File: src/design/hsfe_pkg.sv
// Shared types and constants for the scrambled HDLC frame encoder.
// Used by the bit engine, the output queue and the top level.
package hsfe_pkg;

    localparam logic [7:0]  HDLC_FLAG = 8'h7E;
    localparam int          SCR_W     = 17;
    localparam logic [15:0] FCS_INIT  = 16'hFFFF;
    localparam logic [15:0] CRC_POLY  = 16'h8408;

    // item kind on the input tuser
    localparam logic [1:0] FUNC_FLAG = 2'd0;
    localparam logic [1:0] FUNC_BODY = 2'd1;
    localparam logic [1:0] FUNC_END  = 2'd2;

    // steps of the end-of-frame sequence
    localparam logic [1:0] STEP_FCS_LO  = 2'd0;
    localparam logic [1:0] STEP_FCS_HI  = 2'd1;
    localparam logic [1:0] STEP_FLAG_A  = 2'd2;
    localparam logic [1:0] STEP_FLAG_B  = 2'd3;

    localparam int QUEUE_DEPTH = 4;
    localparam int QUEUE_AW    = 2;

    // one byte operation handed to the bit engine
    typedef struct packed {
        logic [7:0]       data;
        logic             stuffed;
        logic             close;
        logic             scramble;
        logic             invert;
        logic [SCR_W-1:0] hist;
        logic [2:0]       ones;
        logic [7:0]       pbyte;
        logic [2:0]       pcnt;
    } t_eng_in;

    typedef struct packed {
        logic [SCR_W-1:0] hist;
        logic [2:0]       ones;
        logic [7:0]       pbyte;
        logic [2:0]       pcnt;
        logic [1:0]       nbytes;
        logic [7:0]       byte0;
        logic [7:0]       byte1;
    } t_eng_out;

    typedef struct packed {
        logic [7:0] data;
        logic       item_last;
        logic       frame_last;
    } t_out_ent;

endpackage

File: src/design/hdlc_scrambled_frame_encoder_core.sv
// Top level of the scrambled HDLC frame encoder: input register, frame sequencer,
// FCS and bit-engine state. Uses hsfe_pkg, hsfe_bit_engine and hsfe_out_queue.
//
// The block turns preamble flags, body bytes and end marks into a transmit byte
// stream with a reflected CRC-16 FCS. Each item is held in an input register and
// split into byte operations: a flag or body byte is one operation, an end mark is
// three in scrambled mode (FCS low, FCS high, closing flag with padded tail) and
// four in raw mode (FCS low, FCS high, two flags). The bit engine runs one
// operation per clock and yields up to two bytes into a four-entry output queue;
// an operation waits while the queue has fewer than two free slots. The output
// side moves one byte per cycle while m_axis_tready is high; a body byte yields
// one or two bytes and a frame close up to five, all leaving the input register
// through the output queue. Register writes take effect at the next frame start.
module hdlc_scrambled_frame_encoder_core
    import hsfe_pkg::*;
(
    input  logic             i_clk,
    input  logic             i_rst_n,
    // configuration write port
    input  logic             i_cfg_we,
    input  logic [1:0]       i_cfg_idx,
    input  logic [SCR_W-1:0] i_cfg_data,
    // input items
    input  logic             s_axis_tvalid,
    output logic             s_axis_tready,
    input  logic [7:0]       s_axis_tdata,   // [7:0] data_byte
    input  logic [1:0]       s_axis_tuser,   // [1:0] func
    // result items
    output logic             m_axis_tvalid,
    input  logic             m_axis_tready,
    output logic [7:0]       m_axis_tdata,   // [7:0] out_byte
    output logic [0:0]       m_axis_tuser,   // [0] item_last
    output logic             m_axis_tlast    // frame_last
);

    localparam logic [1:0] CFG_SCR_EN = 2'd0;
    localparam logic [1:0] CFG_SEED   = 2'd1;
    localparam logic [1:0] CFG_INV    = 2'd2;

    function automatic logic [15:0] crc_byte(input logic [15:0] crc, input logic [7:0] b);
        logic [15:0] c;
        c = crc ^ {8'd0, b};
        for (int k = 0; k < 8; k++) begin
            c = c[0] ? ((c >> 1) ^ CRC_POLY) : (c >> 1);
        end
        return c;
    endfunction

    logic             r_cfg_scr;
    logic [SCR_W-1:0] r_cfg_seed;
    logic             r_cfg_inv;

    logic             r_in_valid;
    logic [1:0]       r_func;
    logic [7:0]       r_data;
    logic [1:0]       r_step;

    logic [SCR_W-1:0] r_hist;
    logic [15:0]      r_fcs;
    logic [2:0]       r_ones;
    logic [7:0]       r_pbyte;
    logic [2:0]       r_pcnt;
    logic             r_in_frame;
    logic             r_lat_scr;
    logic             r_lat_inv;

    logic             w_start;
    logic             w_eff_scr;
    logic             w_eff_inv;
    logic [15:0]      w_eff_fcs;
    logic [15:0]      w_fcs_tx;
    logic             w_active;
    logic             w_final;
    logic             w_frame_end;
    logic             w_fire;
    logic [15:0]      n_fcs;
    t_eng_in          w_op;
    t_eng_out         w_res;
    t_out_ent         w_ent0;
    t_out_ent         w_ent1;
    logic [1:0]       w_push;
    logic [QUEUE_AW:0] w_q_count;
    logic             w_q_valid;
    t_out_ent         w_q_ent;

    // open a frame on the first real item after a close
    assign w_start   = !r_in_frame;
    assign w_eff_scr = w_start ? r_cfg_scr : r_lat_scr;
    assign w_eff_inv = w_start ? r_cfg_inv : r_lat_inv;
    assign w_eff_fcs = w_start ? FCS_INIT  : r_fcs;
    assign w_fcs_tx  = ~w_eff_fcs;

    always_comb begin
        w_op          = '0;
        w_op.scramble = w_eff_scr;
        w_op.invert   = w_eff_inv;
        w_op.hist     = w_start ? r_cfg_seed : r_hist;
        w_op.ones     = w_start ? 3'd0 : r_ones;
        w_op.pbyte    = w_start ? 8'd0 : r_pbyte;
        w_op.pcnt     = w_start ? 3'd0 : r_pcnt;
        w_active      = 1'b1;
        w_final       = 1'b1;
        w_frame_end   = 1'b0;
        n_fcs         = w_eff_fcs;
        case (r_func)
            FUNC_FLAG: begin
                w_op.data = HDLC_FLAG;
            end
            FUNC_BODY: begin
                w_op.data    = r_data;
                w_op.stuffed = 1'b1;
                n_fcs        = crc_byte(w_eff_fcs, r_data);
            end
            FUNC_END: begin
                case (r_step)
                    STEP_FCS_LO: begin
                        w_op.data    = w_fcs_tx[7:0];
                        w_op.stuffed = 1'b1;
                        w_final      = 1'b0;
                    end
                    STEP_FCS_HI: begin
                        w_op.data    = w_fcs_tx[15:8];
                        w_op.stuffed = 1'b1;
                        w_final      = 1'b0;
                    end
                    STEP_FLAG_A: begin
                        w_op.data  = HDLC_FLAG;
                        w_op.close = w_eff_scr;
                        w_final    = w_eff_scr;
                    end
                    default: begin
                        w_op.data = HDLC_FLAG;
                    end
                endcase
                w_frame_end = w_final;
                if (w_final) begin
                    n_fcs = FCS_INIT;
                end
            end
            default: begin
                // unused kind: drop the item, touch nothing
                w_active = 1'b0;
            end
        endcase
    end

    hsfe_bit_engine u_engine (
        .i_op  (w_op),
        .o_res (w_res)
    );

    assign w_fire        = r_in_valid && (w_q_count <= (QUEUE_AW+1)'(QUEUE_DEPTH - 2));
    assign s_axis_tready = !r_in_valid || (w_fire && w_final);
    assign w_push        = (w_fire && w_active) ? w_res.nbytes : 2'd0;

    always_comb begin
        w_ent0.data       = w_res.byte0;
        w_ent0.item_last  = w_final && (w_res.nbytes == 2'd1);
        w_ent0.frame_last = w_frame_end && (w_res.nbytes == 2'd1);
        w_ent1.data       = w_res.byte1;
        w_ent1.item_last  = w_final && (w_res.nbytes == 2'd2);
        w_ent1.frame_last = w_frame_end && (w_res.nbytes == 2'd2);
    end

    hsfe_out_queue u_queue (
        .i_clk      (i_clk),
        .i_rst_n    (i_rst_n),
        .i_push_cnt (w_push),
        .i_ent0     (w_ent0),
        .i_ent1     (w_ent1),
        .i_pop      (m_axis_tready),
        .o_count    (w_q_count),
        .o_valid    (w_q_valid),
        .o_ent      (w_q_ent)
    );

    assign m_axis_tvalid   = w_q_valid;
    assign m_axis_tdata    = w_q_ent.data;
    assign m_axis_tuser[0] = w_q_ent.item_last;
    assign m_axis_tlast    = w_q_ent.frame_last;

    always_ff @(posedge i_clk) begin
        if (!i_rst_n) begin
            r_cfg_scr  <= 1'b0;
            r_cfg_seed <= '0;
            r_cfg_inv  <= 1'b0;
        end else if (i_cfg_we) begin
            case (i_cfg_idx)
                CFG_SCR_EN: r_cfg_scr  <= i_cfg_data[0];
                CFG_SEED:   r_cfg_seed <= i_cfg_data;
                CFG_INV:    r_cfg_inv  <= i_cfg_data[0];
                default: ;
            endcase
        end
    end

    always_ff @(posedge i_clk) begin
        if (s_axis_tvalid && s_axis_tready) begin
            r_func <= s_axis_tuser;
            r_data <= s_axis_tdata;
        end
    end

    always_ff @(posedge i_clk) begin
        if (!i_rst_n) begin
            r_in_valid <= 1'b0;
            r_step     <= STEP_FCS_LO;
            r_hist     <= '0;
            r_fcs      <= FCS_INIT;
            r_ones     <= 3'd0;
            r_pbyte    <= 8'd0;
            r_pcnt     <= 3'd0;
            r_in_frame <= 1'b0;
            r_lat_scr  <= 1'b0;
            r_lat_inv  <= 1'b0;
        end else begin
            if (s_axis_tvalid && s_axis_tready) begin
                r_in_valid <= 1'b1;
            end else if (w_fire && w_final) begin
                r_in_valid <= 1'b0;
            end
            if (w_fire) begin
                r_step <= w_final ? STEP_FCS_LO : r_step + 2'd1;
            end
            // the engine clears the partial state itself when a frame closes
            if (w_fire && w_active) begin
                r_hist     <= w_res.hist;
                r_ones     <= w_res.ones;
                r_pbyte    <= w_res.pbyte;
                r_pcnt     <= w_res.pcnt;
                r_fcs      <= n_fcs;
                r_lat_scr  <= w_eff_scr;
                r_lat_inv  <= w_eff_inv;
                r_in_frame <= !w_frame_end;
            end
        end
    end

endmodule

File: src/design/hsfe_bit_engine.sv
// Bit engine: stuffs, scrambles, inverts and packs one byte operation.
// Pure combinational; state comes in and goes out through hsfe_pkg structs.
module hsfe_bit_engine
    import hsfe_pkg::*;
(
    input  t_eng_in  i_op,
    output t_eng_out o_res
);

    always_comb begin
        logic [SCR_W-1:0] h;
        logic [2:0]       ones;
        logic [23:0]      buff;
        logic [4:0]       pos;
        logic             sbit;
        logic [1:0]       nfull;
        logic             pad;

        h     = i_op.hist;
        ones  = i_op.ones;
        buff  = {i_op.pbyte, 16'd0};
        pos   = {2'b00, i_op.pcnt};
        sbit  = 1'b0;
        nfull = 2'd0;
        pad   = 1'b0;
        o_res = '0;

        if (i_op.scramble) begin
            // LSB first, stuff a zero after five data ones
            for (int k = 0; k < 8; k++) begin
                sbit = i_op.data[k] ^ h[16] ^ h[11];
                h = {h[SCR_W-2:0], sbit};
                buff[5'd23 - pos] = sbit ^ i_op.invert;
                pos = pos + 5'd1;
                if (i_op.stuffed) begin
                    if (i_op.data[k]) begin
                        if (ones == 3'd4) begin
                            sbit = h[16] ^ h[11];
                            h = {h[SCR_W-2:0], sbit};
                            buff[5'd23 - pos] = sbit ^ i_op.invert;
                            pos = pos + 5'd1;
                            ones = 3'd0;
                        end else begin
                            ones = ones + 3'd1;
                        end
                    end else begin
                        ones = 3'd0;
                    end
                end
            end
            nfull = pos[4:3];
            pad   = i_op.close && (pos[2:0] != 3'd0);
            o_res.hist   = h;
            o_res.ones   = ones;
            o_res.nbytes = nfull + {1'b0, pad};
            o_res.byte0  = buff[23:16];
            o_res.byte1  = buff[15:8];
            o_res.pcnt   = pos[2:0];
            case (nfull)
                2'd0:    o_res.pbyte = buff[23:16];
                2'd1:    o_res.pbyte = buff[15:8];
                default: o_res.pbyte = buff[7:0];
            endcase
            if (i_op.close) begin
                // frame closes: padded tail already emitted, drop partial state
                o_res.pbyte = 8'd0;
                o_res.pcnt  = 3'd0;
                o_res.ones  = 3'd0;
            end
        end else begin
            o_res.hist   = i_op.hist;
            o_res.ones   = i_op.ones;
            o_res.pbyte  = i_op.pbyte;
            o_res.pcnt   = i_op.pcnt;
            o_res.nbytes = 2'd1;
            o_res.byte0  = i_op.data ^ {8{i_op.invert}};
            o_res.byte1  = 8'd0;
        end
    end

endmodule

File: src/design/hsfe_out_queue.sv
// Output byte queue: takes up to two items per cycle, hands out one per cycle while i_pop is high.
// Depends on hsfe_pkg for the entry type and depth.
module hsfe_out_queue
    import hsfe_pkg::*;
(
    input  logic              i_clk,
    input  logic              i_rst_n,
    input  logic [1:0]        i_push_cnt,
    input  t_out_ent          i_ent0,
    input  t_out_ent          i_ent1,
    input  logic              i_pop,
    output logic [QUEUE_AW:0] o_count,
    output logic              o_valid,
    output t_out_ent          o_ent
);

    t_out_ent            r_mem [QUEUE_DEPTH];
    logic [QUEUE_AW-1:0] r_wp;
    logic [QUEUE_AW-1:0] r_rp;
    logic [QUEUE_AW:0]   r_count;
    logic [QUEUE_AW-1:0] n_wp;
    logic [QUEUE_AW-1:0] n_rp;
    logic [QUEUE_AW:0]   n_count;
    logic                w_pop;

    assign w_pop   = i_pop && (r_count != '0);
    assign n_wp    = r_wp + QUEUE_AW'(i_push_cnt);
    assign n_rp    = r_rp + QUEUE_AW'(w_pop);
    assign n_count = r_count + (QUEUE_AW+1)'(i_push_cnt) - (QUEUE_AW+1)'(w_pop);

    always_ff @(posedge i_clk) begin
        if (i_push_cnt != 2'd0) begin
            r_mem[r_wp] <= i_ent0;
        end
        if (i_push_cnt == 2'd2) begin
            r_mem[r_wp + QUEUE_AW'(1)] <= i_ent1;
        end
    end

    always_ff @(posedge i_clk) begin
        if (!i_rst_n) begin
            r_wp    <= '0;
            r_rp    <= '0;
            r_count <= '0;
        end else begin
            r_wp    <= n_wp;
            r_rp    <= n_rp;
            r_count <= n_count;
        end
    end

    assign o_count = r_count;
    assign o_valid = (r_count != '0);
    assign o_ent   = r_mem[r_rp];

endmodule
File: config.mk
export PLATFORM = sky130hd
export DESIGN_NAME = hdlc_scrambled_frame_encoder_core
export DESIGN_NICKNAME = d
export VERILOG_FILES = /design/src/design/hsfe_pkg.sv /design/src/design/hdlc_scrambled_frame_encoder_core.sv /design/src/design/hsfe_bit_engine.sv /design/src/design/hsfe_out_queue.sv
export SDC_FILE = /design/constraint.sdc
export NUM_CORES = 1
export LEC_CHECK = 0
export ABC_AREA = 1
export BUFFER_PORTS_ARGS = -buffer_cell sky130_fd_sc_hd__buf_2
export CAP_MARGIN = 0
export CORE_ASPECT_RATIO = 1.75
export CORE_MARGIN = 5
export CORE_UTILIZATION = 65
export DETAILED_ROUTE_END_ITERATION = 6
export MAX_ROUTING_LAYER = met4
export PLACE_DENSITY = 0.91
export SLEW_MARGIN = 10
export SYNTH_ARGS = -nofsm -noshare
export SYNTH_HDL_FRONTEND = slang
export SYNTH_HIERARCHICAL = 1
export SYNTH_SLANG_ARGS = --single-unit
File: constraint.sdc
create_clock -name i_clk -period 17.1 [get_ports i_clk]
set_input_delay 1.71 -clock i_clk [delete_from_list [all_inputs] [get_ports i_clk]]
set_output_delay 1.71 -clock i_clk [all_outputs]
set_load 0.05 [all_outputs]
==> Yosys cells after proc, flatten, opt, wreduce, memory -nomap -nowiden <==
Memories as Yosys holds them, arrays and structs flattened. A register that Yosys moved wholly into a read port is not among the register bits.
Index checks and enable logic that the tools add are counted.
{ "word_totals": {"mem_bits_rw": 40, "in_bits": 34, "out_inout_bits": 12, "register_bits": 89, "mem_count": 1, "wordCells": 423} }
{ "mem_list": {"columns": ["memory", "depth", "word_bits", "read_ports", "rd_clocked_by_memory_dff", "write_ports", "line", "source"], "rows": [
  ["u_queue.r_mem", 4, 10, 1, 1, 2, "hsfe_out_queue.sv:17", "t_out_ent r_mem [QUEUE_DEPTH];"]
]} }
{ "op_classes": {"n_reduce_logical": 42, "muxes": 213, "n_eq_ne": 18, "bitwise": 51, "add_sub_neg": 47, "magnitude_cmp": 33} }
{ "op_table": {"columns": ["cell", "n"], "rows": [
  ["24-bit two-way mux", 31],
  ["17-bit two-way mux", 32],
  ["24-bit bitwise mux", 16],
  ["16-bit two-way mux", 10],
  ["5-bit two-way mux", 32],
  ["3-bit two-way mux", 33],
  ["5-bit by 6-bit < comparator with 1-bit output, second input constant", 16],
  ["1-bit demux with 5-bit select", 16],
  ["5-bit by 1-bit greater-or-equal comparator with 1-bit output, second input constant", 16],
  ["5-bit by 1-bit adder with 5-bit output, second input constant", 15],
  ["5-bit subtractor, first input constant", 15],
  ["49-bit two-way mux", 1],
  ["1-bit XOR", 40],
  ["16-bit case mux with 2 select lines", 1],
  ["8-bit case mux with 2 select lines", 2],
  ["1-bit two-way mux", 31],
  ["1-bit logical AND", 26],
  ["3-bit by 1-bit adder with 3-bit output, second input constant", 8],
  ["3-bit equality test, second input constant", 8],
  ["2-bit NOT with 3-bit output", 8],
  ["8-bit case mux with 3 select lines", 1],
  ["16-bit NOT", 1],
  ["16-bit by 8-bit XOR with 16-bit output", 1],
  ["14-bit two-way mux", 1],
  ["other kinds (22)", 43]
]} }

==> Depth between registers and ports, before layout <==
Gate-level depths: netlist of the first run.
{ "depth": {"depth_word": 61, "ltp_mapped": 67, "depth_no_buf": 64} }

==> Cells and area by module <==
The synthesis of the first run kept the hierarchy.
{ "modules_own_cells": {"columns": ["module", "cells_each", "instances", "area_each_um2", "seq_area_each_um2"], "rows": [
  ["hsfe_bit_engine", 2212, 1, 10794.1, 0.0],
  ["hdlc_scrambled_frame_encoder_core", 679, 1, 4473.0, 1741.7],
  ["hsfe_out_queue", 252, 1, 2517.4, 1341.3]
]} }

==> Worst setup path before layout of the first run <==
No wires, ideal clock.
{ "synth_timing": {"path_kind": "register to register", "startpoint": "register r_func[0]", "endpoint": "memory u_queue/r_mem[0][0] (netlist bit), enable pin", "arrival_ns": 9.149, "path_stages_with_launch": 56, "setup_time_ns": 0.394, "t_required_ns": 16.706, "setup_slack_ns": 7.557, "synth_period_minus_slack_ns": 9.543, "n_path_buf": 6, "path_cell_list": "edfxtp_1 -> inv_1 -> ha_1 -> clkbuf_1 -> inv_1 -> a21oi_1 -> nor2_1 -> nor2_1 -> buf_4 -> clkbuf_1 -> nor2_1 -> a31oi_1 -> ha_1 -> nand4_4 -> nand2_2 -> nand2_1 -> nand2_4 -> ha_1 -> [20 not listed] -> ha_1 -> nand2_1 -> nand2_1 -> inv_1 -> ha_1 -> clkbuf_1 -> nand3_1 -> nand2_2 -> clkbuf_1 -> nand2_1 -> nand2_1 -> a31oi_1 -> ha_1 -> or2_2 -> inv_1 -> nor2_1 -> nor2_1 -> o31ai_1"} }
{ "synth_lines": {"columns": ["element", "line", "source"], "rows": [
  ["start: declaration", "hdlc_scrambled_frame_encoder_core.sv:54", "logic [1:0] r_func;"],
  ["start signal: assignment", "hdlc_scrambled_frame_encoder_core.sv:199", "r_func <= s_axis_tuser;"],
  ["end: declaration", "hsfe_out_queue.sv:17", null]
]} }

==> impl_results.md, run 1 <==
- Outcome: complete, but fails checks
- Violated checks: DRC
- WL/cell: 20.13 um
- Initial antenna violation count: 3
- WP data arrival: between 10,000 and 15,000 ps
- Min-Delay Startpoint: r_hist[7]
- Max transition margin: 0.03577
- DRC: 2
- Initial Util: 0.6556
- CP Max Fanout: 44
- Multi-input gate area: around 13,000 um^2
- Busiest grt layer: met2
- Hold Path Sink: r_hist[7]
- Flops & latches, synth: approximately 130
- Worst hold path type: reg2reg
- Critical-path top delay cell: a21oi_1
- Slew Viols, Final: 0
- Place WS: between 5000 and 6000 ps
- Filler cells: between 2,000 and 3,000
- # IOs: 46
- Most common cell after layout, fill and taps aside: nand2_1
- Die footprint: between 30,000 and 40,000 um^2
- Maximum root-to-sink buffer count: 2
- Period minus WS final: 12,060 ps
- Cell mode on critical path: nand2_1
- Cell row count: 80
- # setup viols final: 0
- Grt met3 use: 0.1057
- Worst path required time: 17,230 ps
- Final #Nets: 3,179
- H-tree Lvls: 4
- Leakage: roughly 8.4 nW
- Most frequent cells in the layout: nand2_1, nand3_1, inv_1, o21ai_0, nor2_1
- Largest net degree at the start of global routing: between 60 and 70
- Endpoints failing hold: 0
- Post-synthesis cell count: between 3,000 and 4,000
- Setup TNS: 0 ps
- Gr usage total: 0.4522
- Max VDD drop: roughly 0.10 mV
- Number of gates resized after cts: 0
- Grt met1 use: 0.4327
- Initial drt markers: approximately 2,300
- CTS root buffer: clkbuf_16
- Top FF cell, synth: dfxtp_1
- CTS tree: done
- First-pass GRT wire length: 107,800 um
- Final Core Density: 0.6836
- Reg2Reg Setup Slack: 5040 ps
- WS Path Type: reg2reg
- Terminus of the critical flop-to-flop path: u_queue/r_mem[3][3]
- Final cell count without fillers: 3,481
- CTS Buf Count: 17
- Final period util: 0.7055
- PnR worst setup slack: roughly 5000 ps
- Share of cells above drive strength 1: 0.1103
- Mapped Area: between 15,000 and 20,000 um^2
- Syn_nets: between 3,000 and 4,000
- Total Routed Length: roughly 70,000 um
- CP startpoint kind: register
- Pwr dens: between 100 and 150 nW/um^2
- CP peak stage delay: about 460 ps
- Ys Warns: 6
- Clk_skew: between 7 and 8 ps
- Seq/Total Area, Yosys: 0.1734
- Die X-Extent: roughly 140 um
- Drt pass-1 iters: 7
- Least-Margin Pin Slew: about 1400 ps
- Grt total ovfl: 0
- Synth unique cells: 64
- Crit end category: register
- Area growth syn-to-layout: 4.270%
- Worst r2r src: r_in_frame
- # Post-CTS Setup Buffers: 0
- Clk sink count: between 100 and 150
- Placer Congestion: ~1.1
- Clock latency on the worst-skew pair: approximately 430 ps
- Share of synthesized flip-flops with an asynchronous set or reset: 0
- Count of input and output buffers: 45
- Hold path depth: 2
- DIE HEIGHT: 228.8 um
- R2R depth: 59
- CTS hold repair buffers: 0
- Post-route ant nets: 0
- EDFF count, synth: 50
- RSZ-0062 raised after global routing: false
- Synth Area per Inst: approximately 5.7 um^2
- Clock transition at path regs: around 60 ps
- Vias/cell: around 6.3
- Vias in the first global route: about 20,000
- Max frequency: 82.90 MHz
- HPWL Detailed: between 50,000 and 60,000 um
- Reg area: about 3100 um^2
- Max cap viols: 0
- Placed Cells: 3,446
- Met2 global-route usage: 0.7423
- DR vias: approximately 22,000
- Core region area: 27,130 um^2
-- registers in the layout, indices dropped and copies added (netlist names), 3 cells and up --
| register | flops |
|---|---|
| r_cfg_seed | 17 |
| r_data | 8 |
| r_fcs | 16 |
| r_hist | 17 |
| r_ones | 3 |
| r_pbyte | 8 |
| r_pcnt | 3 |
| u_queue/o_count | 3 |
| u_queue/r_mem | 40 |
-- cell families (layout without fill, tap and decap cells) --
| logic type | after synthesis | count (layout) | synth area share |
|---|---|---|---|
| muxes | 4 | 4 | 0.002251 |
| AOI/OAI and AO/OA | 563 | 563 | 0.1795 |
| xor gates and xnor gates | 38 | 38 | 0.01998 |
| DFF | 129 | 129 | 0.1734 |
| other | 0 | 3 | 0 |
| buffers and inverters | 482 | 448 | 0.1124 |
| adders and majority gates | 49 | 49 | 0.03490 |
| and+or+nand+nor | 1878 | 1878 | 0.4776 |
-- power breakdown --
group	internal [mW]	leakage [nW]	switching (mW)
clock network	0.217	0.288	0.144
registers	0.361	1.11	0.0225
logic	0.289	7.01	0.885
-- worst max path at each step --
stage / start / to / slack [ps] / depth (start not counted)
floorplan: r_func[0] / u_queue/r_mem[0][0] / 7560 / 55
global placement: r_in_frame / u_queue/r_mem[3][2] / 6070 / 59
detailed placement: r_func[0] / u_queue/r_mem[3][2] / 5590 / 53
CTS: r_func[0] / u_queue/r_mem[3][3] / 5410 / 55
global route: r_in_frame / u_queue/r_mem[3][3] / 4060 / 59
finish: r_in_frame / u_queue/r_mem[3][3] / 5040 / 59
-- layout make-up --
cell class,instances,area share
Timing Repair Buffer,63,0.01943
Multi-Input combinational cell,2532,0.6856
Clock buffer,22,0.02611
Clock inverter,10,0.005195
Tap cell,369,0.02490
Sequential cell,129,0.1663
Inverter,353,0.07213
Antenna cell,3,0.0004048
-- synthesized netlist by cell type (all sizes together), types with 4 or more instances --
cell,count,area (um^2)
o32ai,6,52.55
buf,43,339.1
nor3,34,186.4
o21a,4,30.03
xnor2,20,182.7
nand2,1051,4237
o22ai,32,200.2
clkbuf,86,322.8
o221ai,5,43.79
nand3,393,2107
a21oi,86,445.4
mux2i,4,40.04
ha,48,600.6
xor2,18,172.7
edfxtp,50,1501
nand4,44,296.5
nor2,313,1390
inv,347,1315
a31oi,14,87.58
o211ai,31,232.7
o31ai,9,67.56
o21ai,366,1952
or2,36,227.7
clkinv,6,22.52
dfxtp,79,1582
-- layer usage --
metal / vias to the layer above / wire (um)
met1: 9785 / 22320
met5: - / 0
li1: 10250 / -
met2: 1407 / 33200
met3: 529 / 6171
met4: 0 / 8389
-- critical path, delay by kind of cell (launching register included) --
family / cells / cell delay, ps
and+or+nand+nor: 26 / 4480
buffers and inverters: 18 / 2740
adders and majority gates: 8 / 2590
AOI/OAI and AO/OA: 6 / 1330
DFF: 1 / 310
xor gates and xnor gates: 1 / 310
-- through the flow --
step	cell area [um^2]	hold WS [ps]	total power, mW
after floorplan	17780	424.5	1.206
after global placement	17960	434.1	1.476
after detailed placement	17960	441.8	1.498
after CTS	18540	450.8	1.863
after global routing	18540	468.1	2.018
final	18540	448.6	1.918
Power figures use the tool's default switching activity.
==> run 2: changes to the inputs <==
--- a/config.mk
+++ b/config.mk
@@ -10,10 +10,10 @@
 export CAP_MARGIN = 0
 export CORE_ASPECT_RATIO = 1.75
 export CORE_MARGIN = 5
-export CORE_UTILIZATION = 65
+export CORE_UTILIZATION = 59
 export DETAILED_ROUTE_END_ITERATION = 6
 export MAX_ROUTING_LAYER = met4
-export PLACE_DENSITY = 0.91
+export PLACE_DENSITY = 0.88
 export SLEW_MARGIN = 10
 export SYNTH_ARGS = -nofsm -noshare
 export SYNTH_HDL_FRONTEND = slang
==> constraint.sdc (replaced) <==
create_clock -name i_clk -period 9.9 [get_ports i_clk]
set_input_delay 0.99 -clock i_clk [delete_from_list [all_inputs] [get_ports i_clk]]
set_output_delay 0.99 -clock i_clk [all_outputs]
set_load 0.05 [all_outputs]
==> run 2 against run 1 <==
Compared with the run above: the run now ends clean; global-route usage is 5.1 points lower; clock skew is 1.1 ps higher; clock-buffer cell count is 3 lower; worst setup slack worse by 4400 ps; hold slack better by 1.6 ps; first-iteration DRC count is 9.1% lower; design area is 2.7% higher; utilization is 4.8 points lower; register-to-register slack worse by 4400 ps; power is 74% higher; critical path depth is 3 lower.
==> impl_results.md, run 2 (synthesis results as in run 1) <==
- Max frequency: 107.8 MHz (was 82.90 MHz)
- Reg2Reg Setup Slack: 630 ps (was 5040 ps)
- Pwr dens: 175.1 nW/um^2 (was 103.5 nW/um^2)
- Slew Viols, Final: 0 (unchanged)
- Placed Cells: 3,500 (was 3,446)
- Drt pass-1 iters: 6 (was 7)
- HPWL Detailed: 52,780 um (was 52,600 um)
- Area growth syn-to-layout: 7.092% (was 4.270%)
- Gr usage total: 0.4011 (was 0.4522)
- H-tree Lvls: 4 (unchanged)
- Final period util: 0.9367 (was 0.7055)
- Vias/cell: 6.071 (was 6.312)
- Final cell count without fillers: 3,542 (was 3,481)
- Grt total ovfl: 0 (unchanged)
- Initial Util: 0.5937 (was 0.6556)
- Period minus WS final: 9273 ps (was 12,060 ps)
- Maximum root-to-sink buffer count: 2 (unchanged)
- Most common cell after layout, fill and taps aside: nand2_1 (unchanged)
- Initial drt markers: 2,079 (was 2,288)
- Area post-placement: 18,250 um^2 (was 17,960 um^2)
- Largest Register: u_queue/r_mem (unchanged)
- CTS tree: done (unchanged)
- Worst hold path type: reg2reg (unchanged)
- First-pass GRT wire length: 105,200 um (was 107,800 um)
- CP startpoint kind: register (unchanged)
- Count of input and output buffers: 45 (unchanged)
- Cell mode on critical path: inv_1 (was nand2_1)
- CTS hold repair buffers: 0 (unchanged)
- DRC: 0 (was 2)
- Least-Margin Pin Slew: 1100 ps (was 1431 ps)
- CP peak stage delay: 420 ps (was 460 ps)
- CP Max Fanout: 21 (was 44)
- # IOs: 46 (unchanged)
- Clock latency on the worst-skew pair: 440 ps (was 430 ps)
- Share of cells above drive strength 1: 0.1294 (was 0.1103)
- Largest regs: u_queue/r_mem x40, r_cfg_seed x17, r_hist x17 (unchanged)
- WL/cell: 19.18 um (was 20.13 um)
- Clk sink count: 129 (unchanged)
- Post-route ant nets: 0 (unchanged)
- Critical-path top delay cell: edfxtp_1 (was a21oi_1)
- Final hold slack: 450.2 ps (was 448.6 ps)
- CTS Buf Count: 17 (unchanged)
- Leakage: 8.621 nW (was 8.404 nW)
- Vias in the first global route: 19,950 (was 20,520)
- Max VDD drop: 0.2528 mV (was 0.1032 mV)
- Outcome: finished, final reports clean (was complete, but fails checks)
- Crit end category: register (unchanged)
- Max reg flops: 40 (unchanged)
- Total Routed Length: 67,940 um (was 70,090 um)
- # setup viols final: 0 (unchanged)
- Max transition margin: 0.2640 (was 0.03577)
- Core region area: 29,950 um^2 (was 27,130 um^2)
- Die footprint: 33,850 um^2 (was 30,900 um^2)
- Endpoints failing hold: 0 (unchanged)
- Worst path required time: 10,030 ps (was 17,230 ps)
- Placer Congestion: 1.102 (was 1.093)
- Final #Nets: 3,224 (was 3,179)
- WP data arrival: 9410 ps (was 12,190 ps)
- Largest net degree at the start of global routing: 68 (was 69)
- DR vias: 21,500 (was 21,970)
- Filler cells: 2,945 (was 2,541)
- WS Path Type: reg2reg (unchanged)
- Die X-Extent: 141.2 um (was 135.0 um)
- Clock transition at path regs: 60 ps (about the same)
- Clk_skew: 8.298 ps (was 7.212 ps)
- Design Area, Final: 19,050 um^2 (was 18,540 um^2)
- DIE HEIGHT: 239.7 um (was 228.8 um)
- Most frequent cells in the layout: nand2_1, nand3_1, inv_1, o21ai_0, nor2_1 (unchanged)
- CTS root buffer: clkbuf_16 (unchanged)
- Max cap viols: 0 (unchanged)
- Initial antenna violation count: 1 (was 3)
- Cell row count: 84 (was 80)
run 2: critical path: cells and delay by family (launching register included):
family,cells,cell delay [ps]
buffers and inverters,17,2020
DFF,1,420
and+or+nand+nor,24,3090
adders and majority gates,9,2310
AOI/OAI and AO/OA,6,1120
run 2: cell type report:
cell class | instances | area, um^2 | share of cell area
Multi-Input combinational cell | 2532 | 12850 | 0.6747
Sequential cell | 129 | 3083 | 0.1619
Inverter | 353 | 1349 | 0.07082
Timing Repair Buffer | 108 | 701.9 | 0.03685
Tap cell | 387 | 484.2 | 0.02542
Clock buffer | 19 | 452.9 | 0.02378
Clock inverter | 13 | 121.4 | 0.006372
Antenna cell | 1 | 2.502 | 0.0001314
run 2: through the flow:
| step | setup WS [ps] | total power, mW | TNS, ps | utilization |
|---|---|---|---|---|
| floorplan | 357.3 | 2.083 | 0 | - |
| finish | 626.7 | 3.334 | 0 | 0.6358 |
| global route | -55.45 | 3.528 | -258.3 | 0.6358 |
| CTS | 49.74 | 3.239 | 0 | 0.6294 |
| detailed placement | -322.8 | 2.606 | -10890 | 0.6092 |
| global placement | 136.9 | 2.579 | 0 | 0.6092 |
run 2: metal layers:
layer | up-vias | GRT usage | share of wire
met1 | 9678 | 0.3912 | 0.33
met4 | 0 | 0.3291 | 0.10
met3 | 429 | 0.06452 | 0.066
met2 | 1070 | 0.6917 | 0.50
met5 | - | - | 0
li1 | 10330 | - | -
run 2: power by group:
| part | internal, mW | leakage [nW] | switching (mW) |
|---|---|---|---|
| logic | 0.538 | 7.23 | 1.51 |
| clock network | 0.362 | 0.286 | 0.255 |
| registers | 0.624 | 1.11 | 0.0465 |
run 2: path summary, 6_finish.rpt:
check,start,end,cells past startpoint
max reg2reg,r_func[0],u_queue/r_mem[1][9],56
min reg2reg,r_hist[16],r_hist[16],2
max,r_func[0],u_queue/r_mem[1][9],56
min,r_hist[16],r_hist[16],2
run 2: repair_timing:
item,in CTS,in global routing
buffers inserted,0,9
endpoints found under the setup margin,62,85
resized for setup,7,27
hold endpoints to repair,0,0
pin swaps,0,5
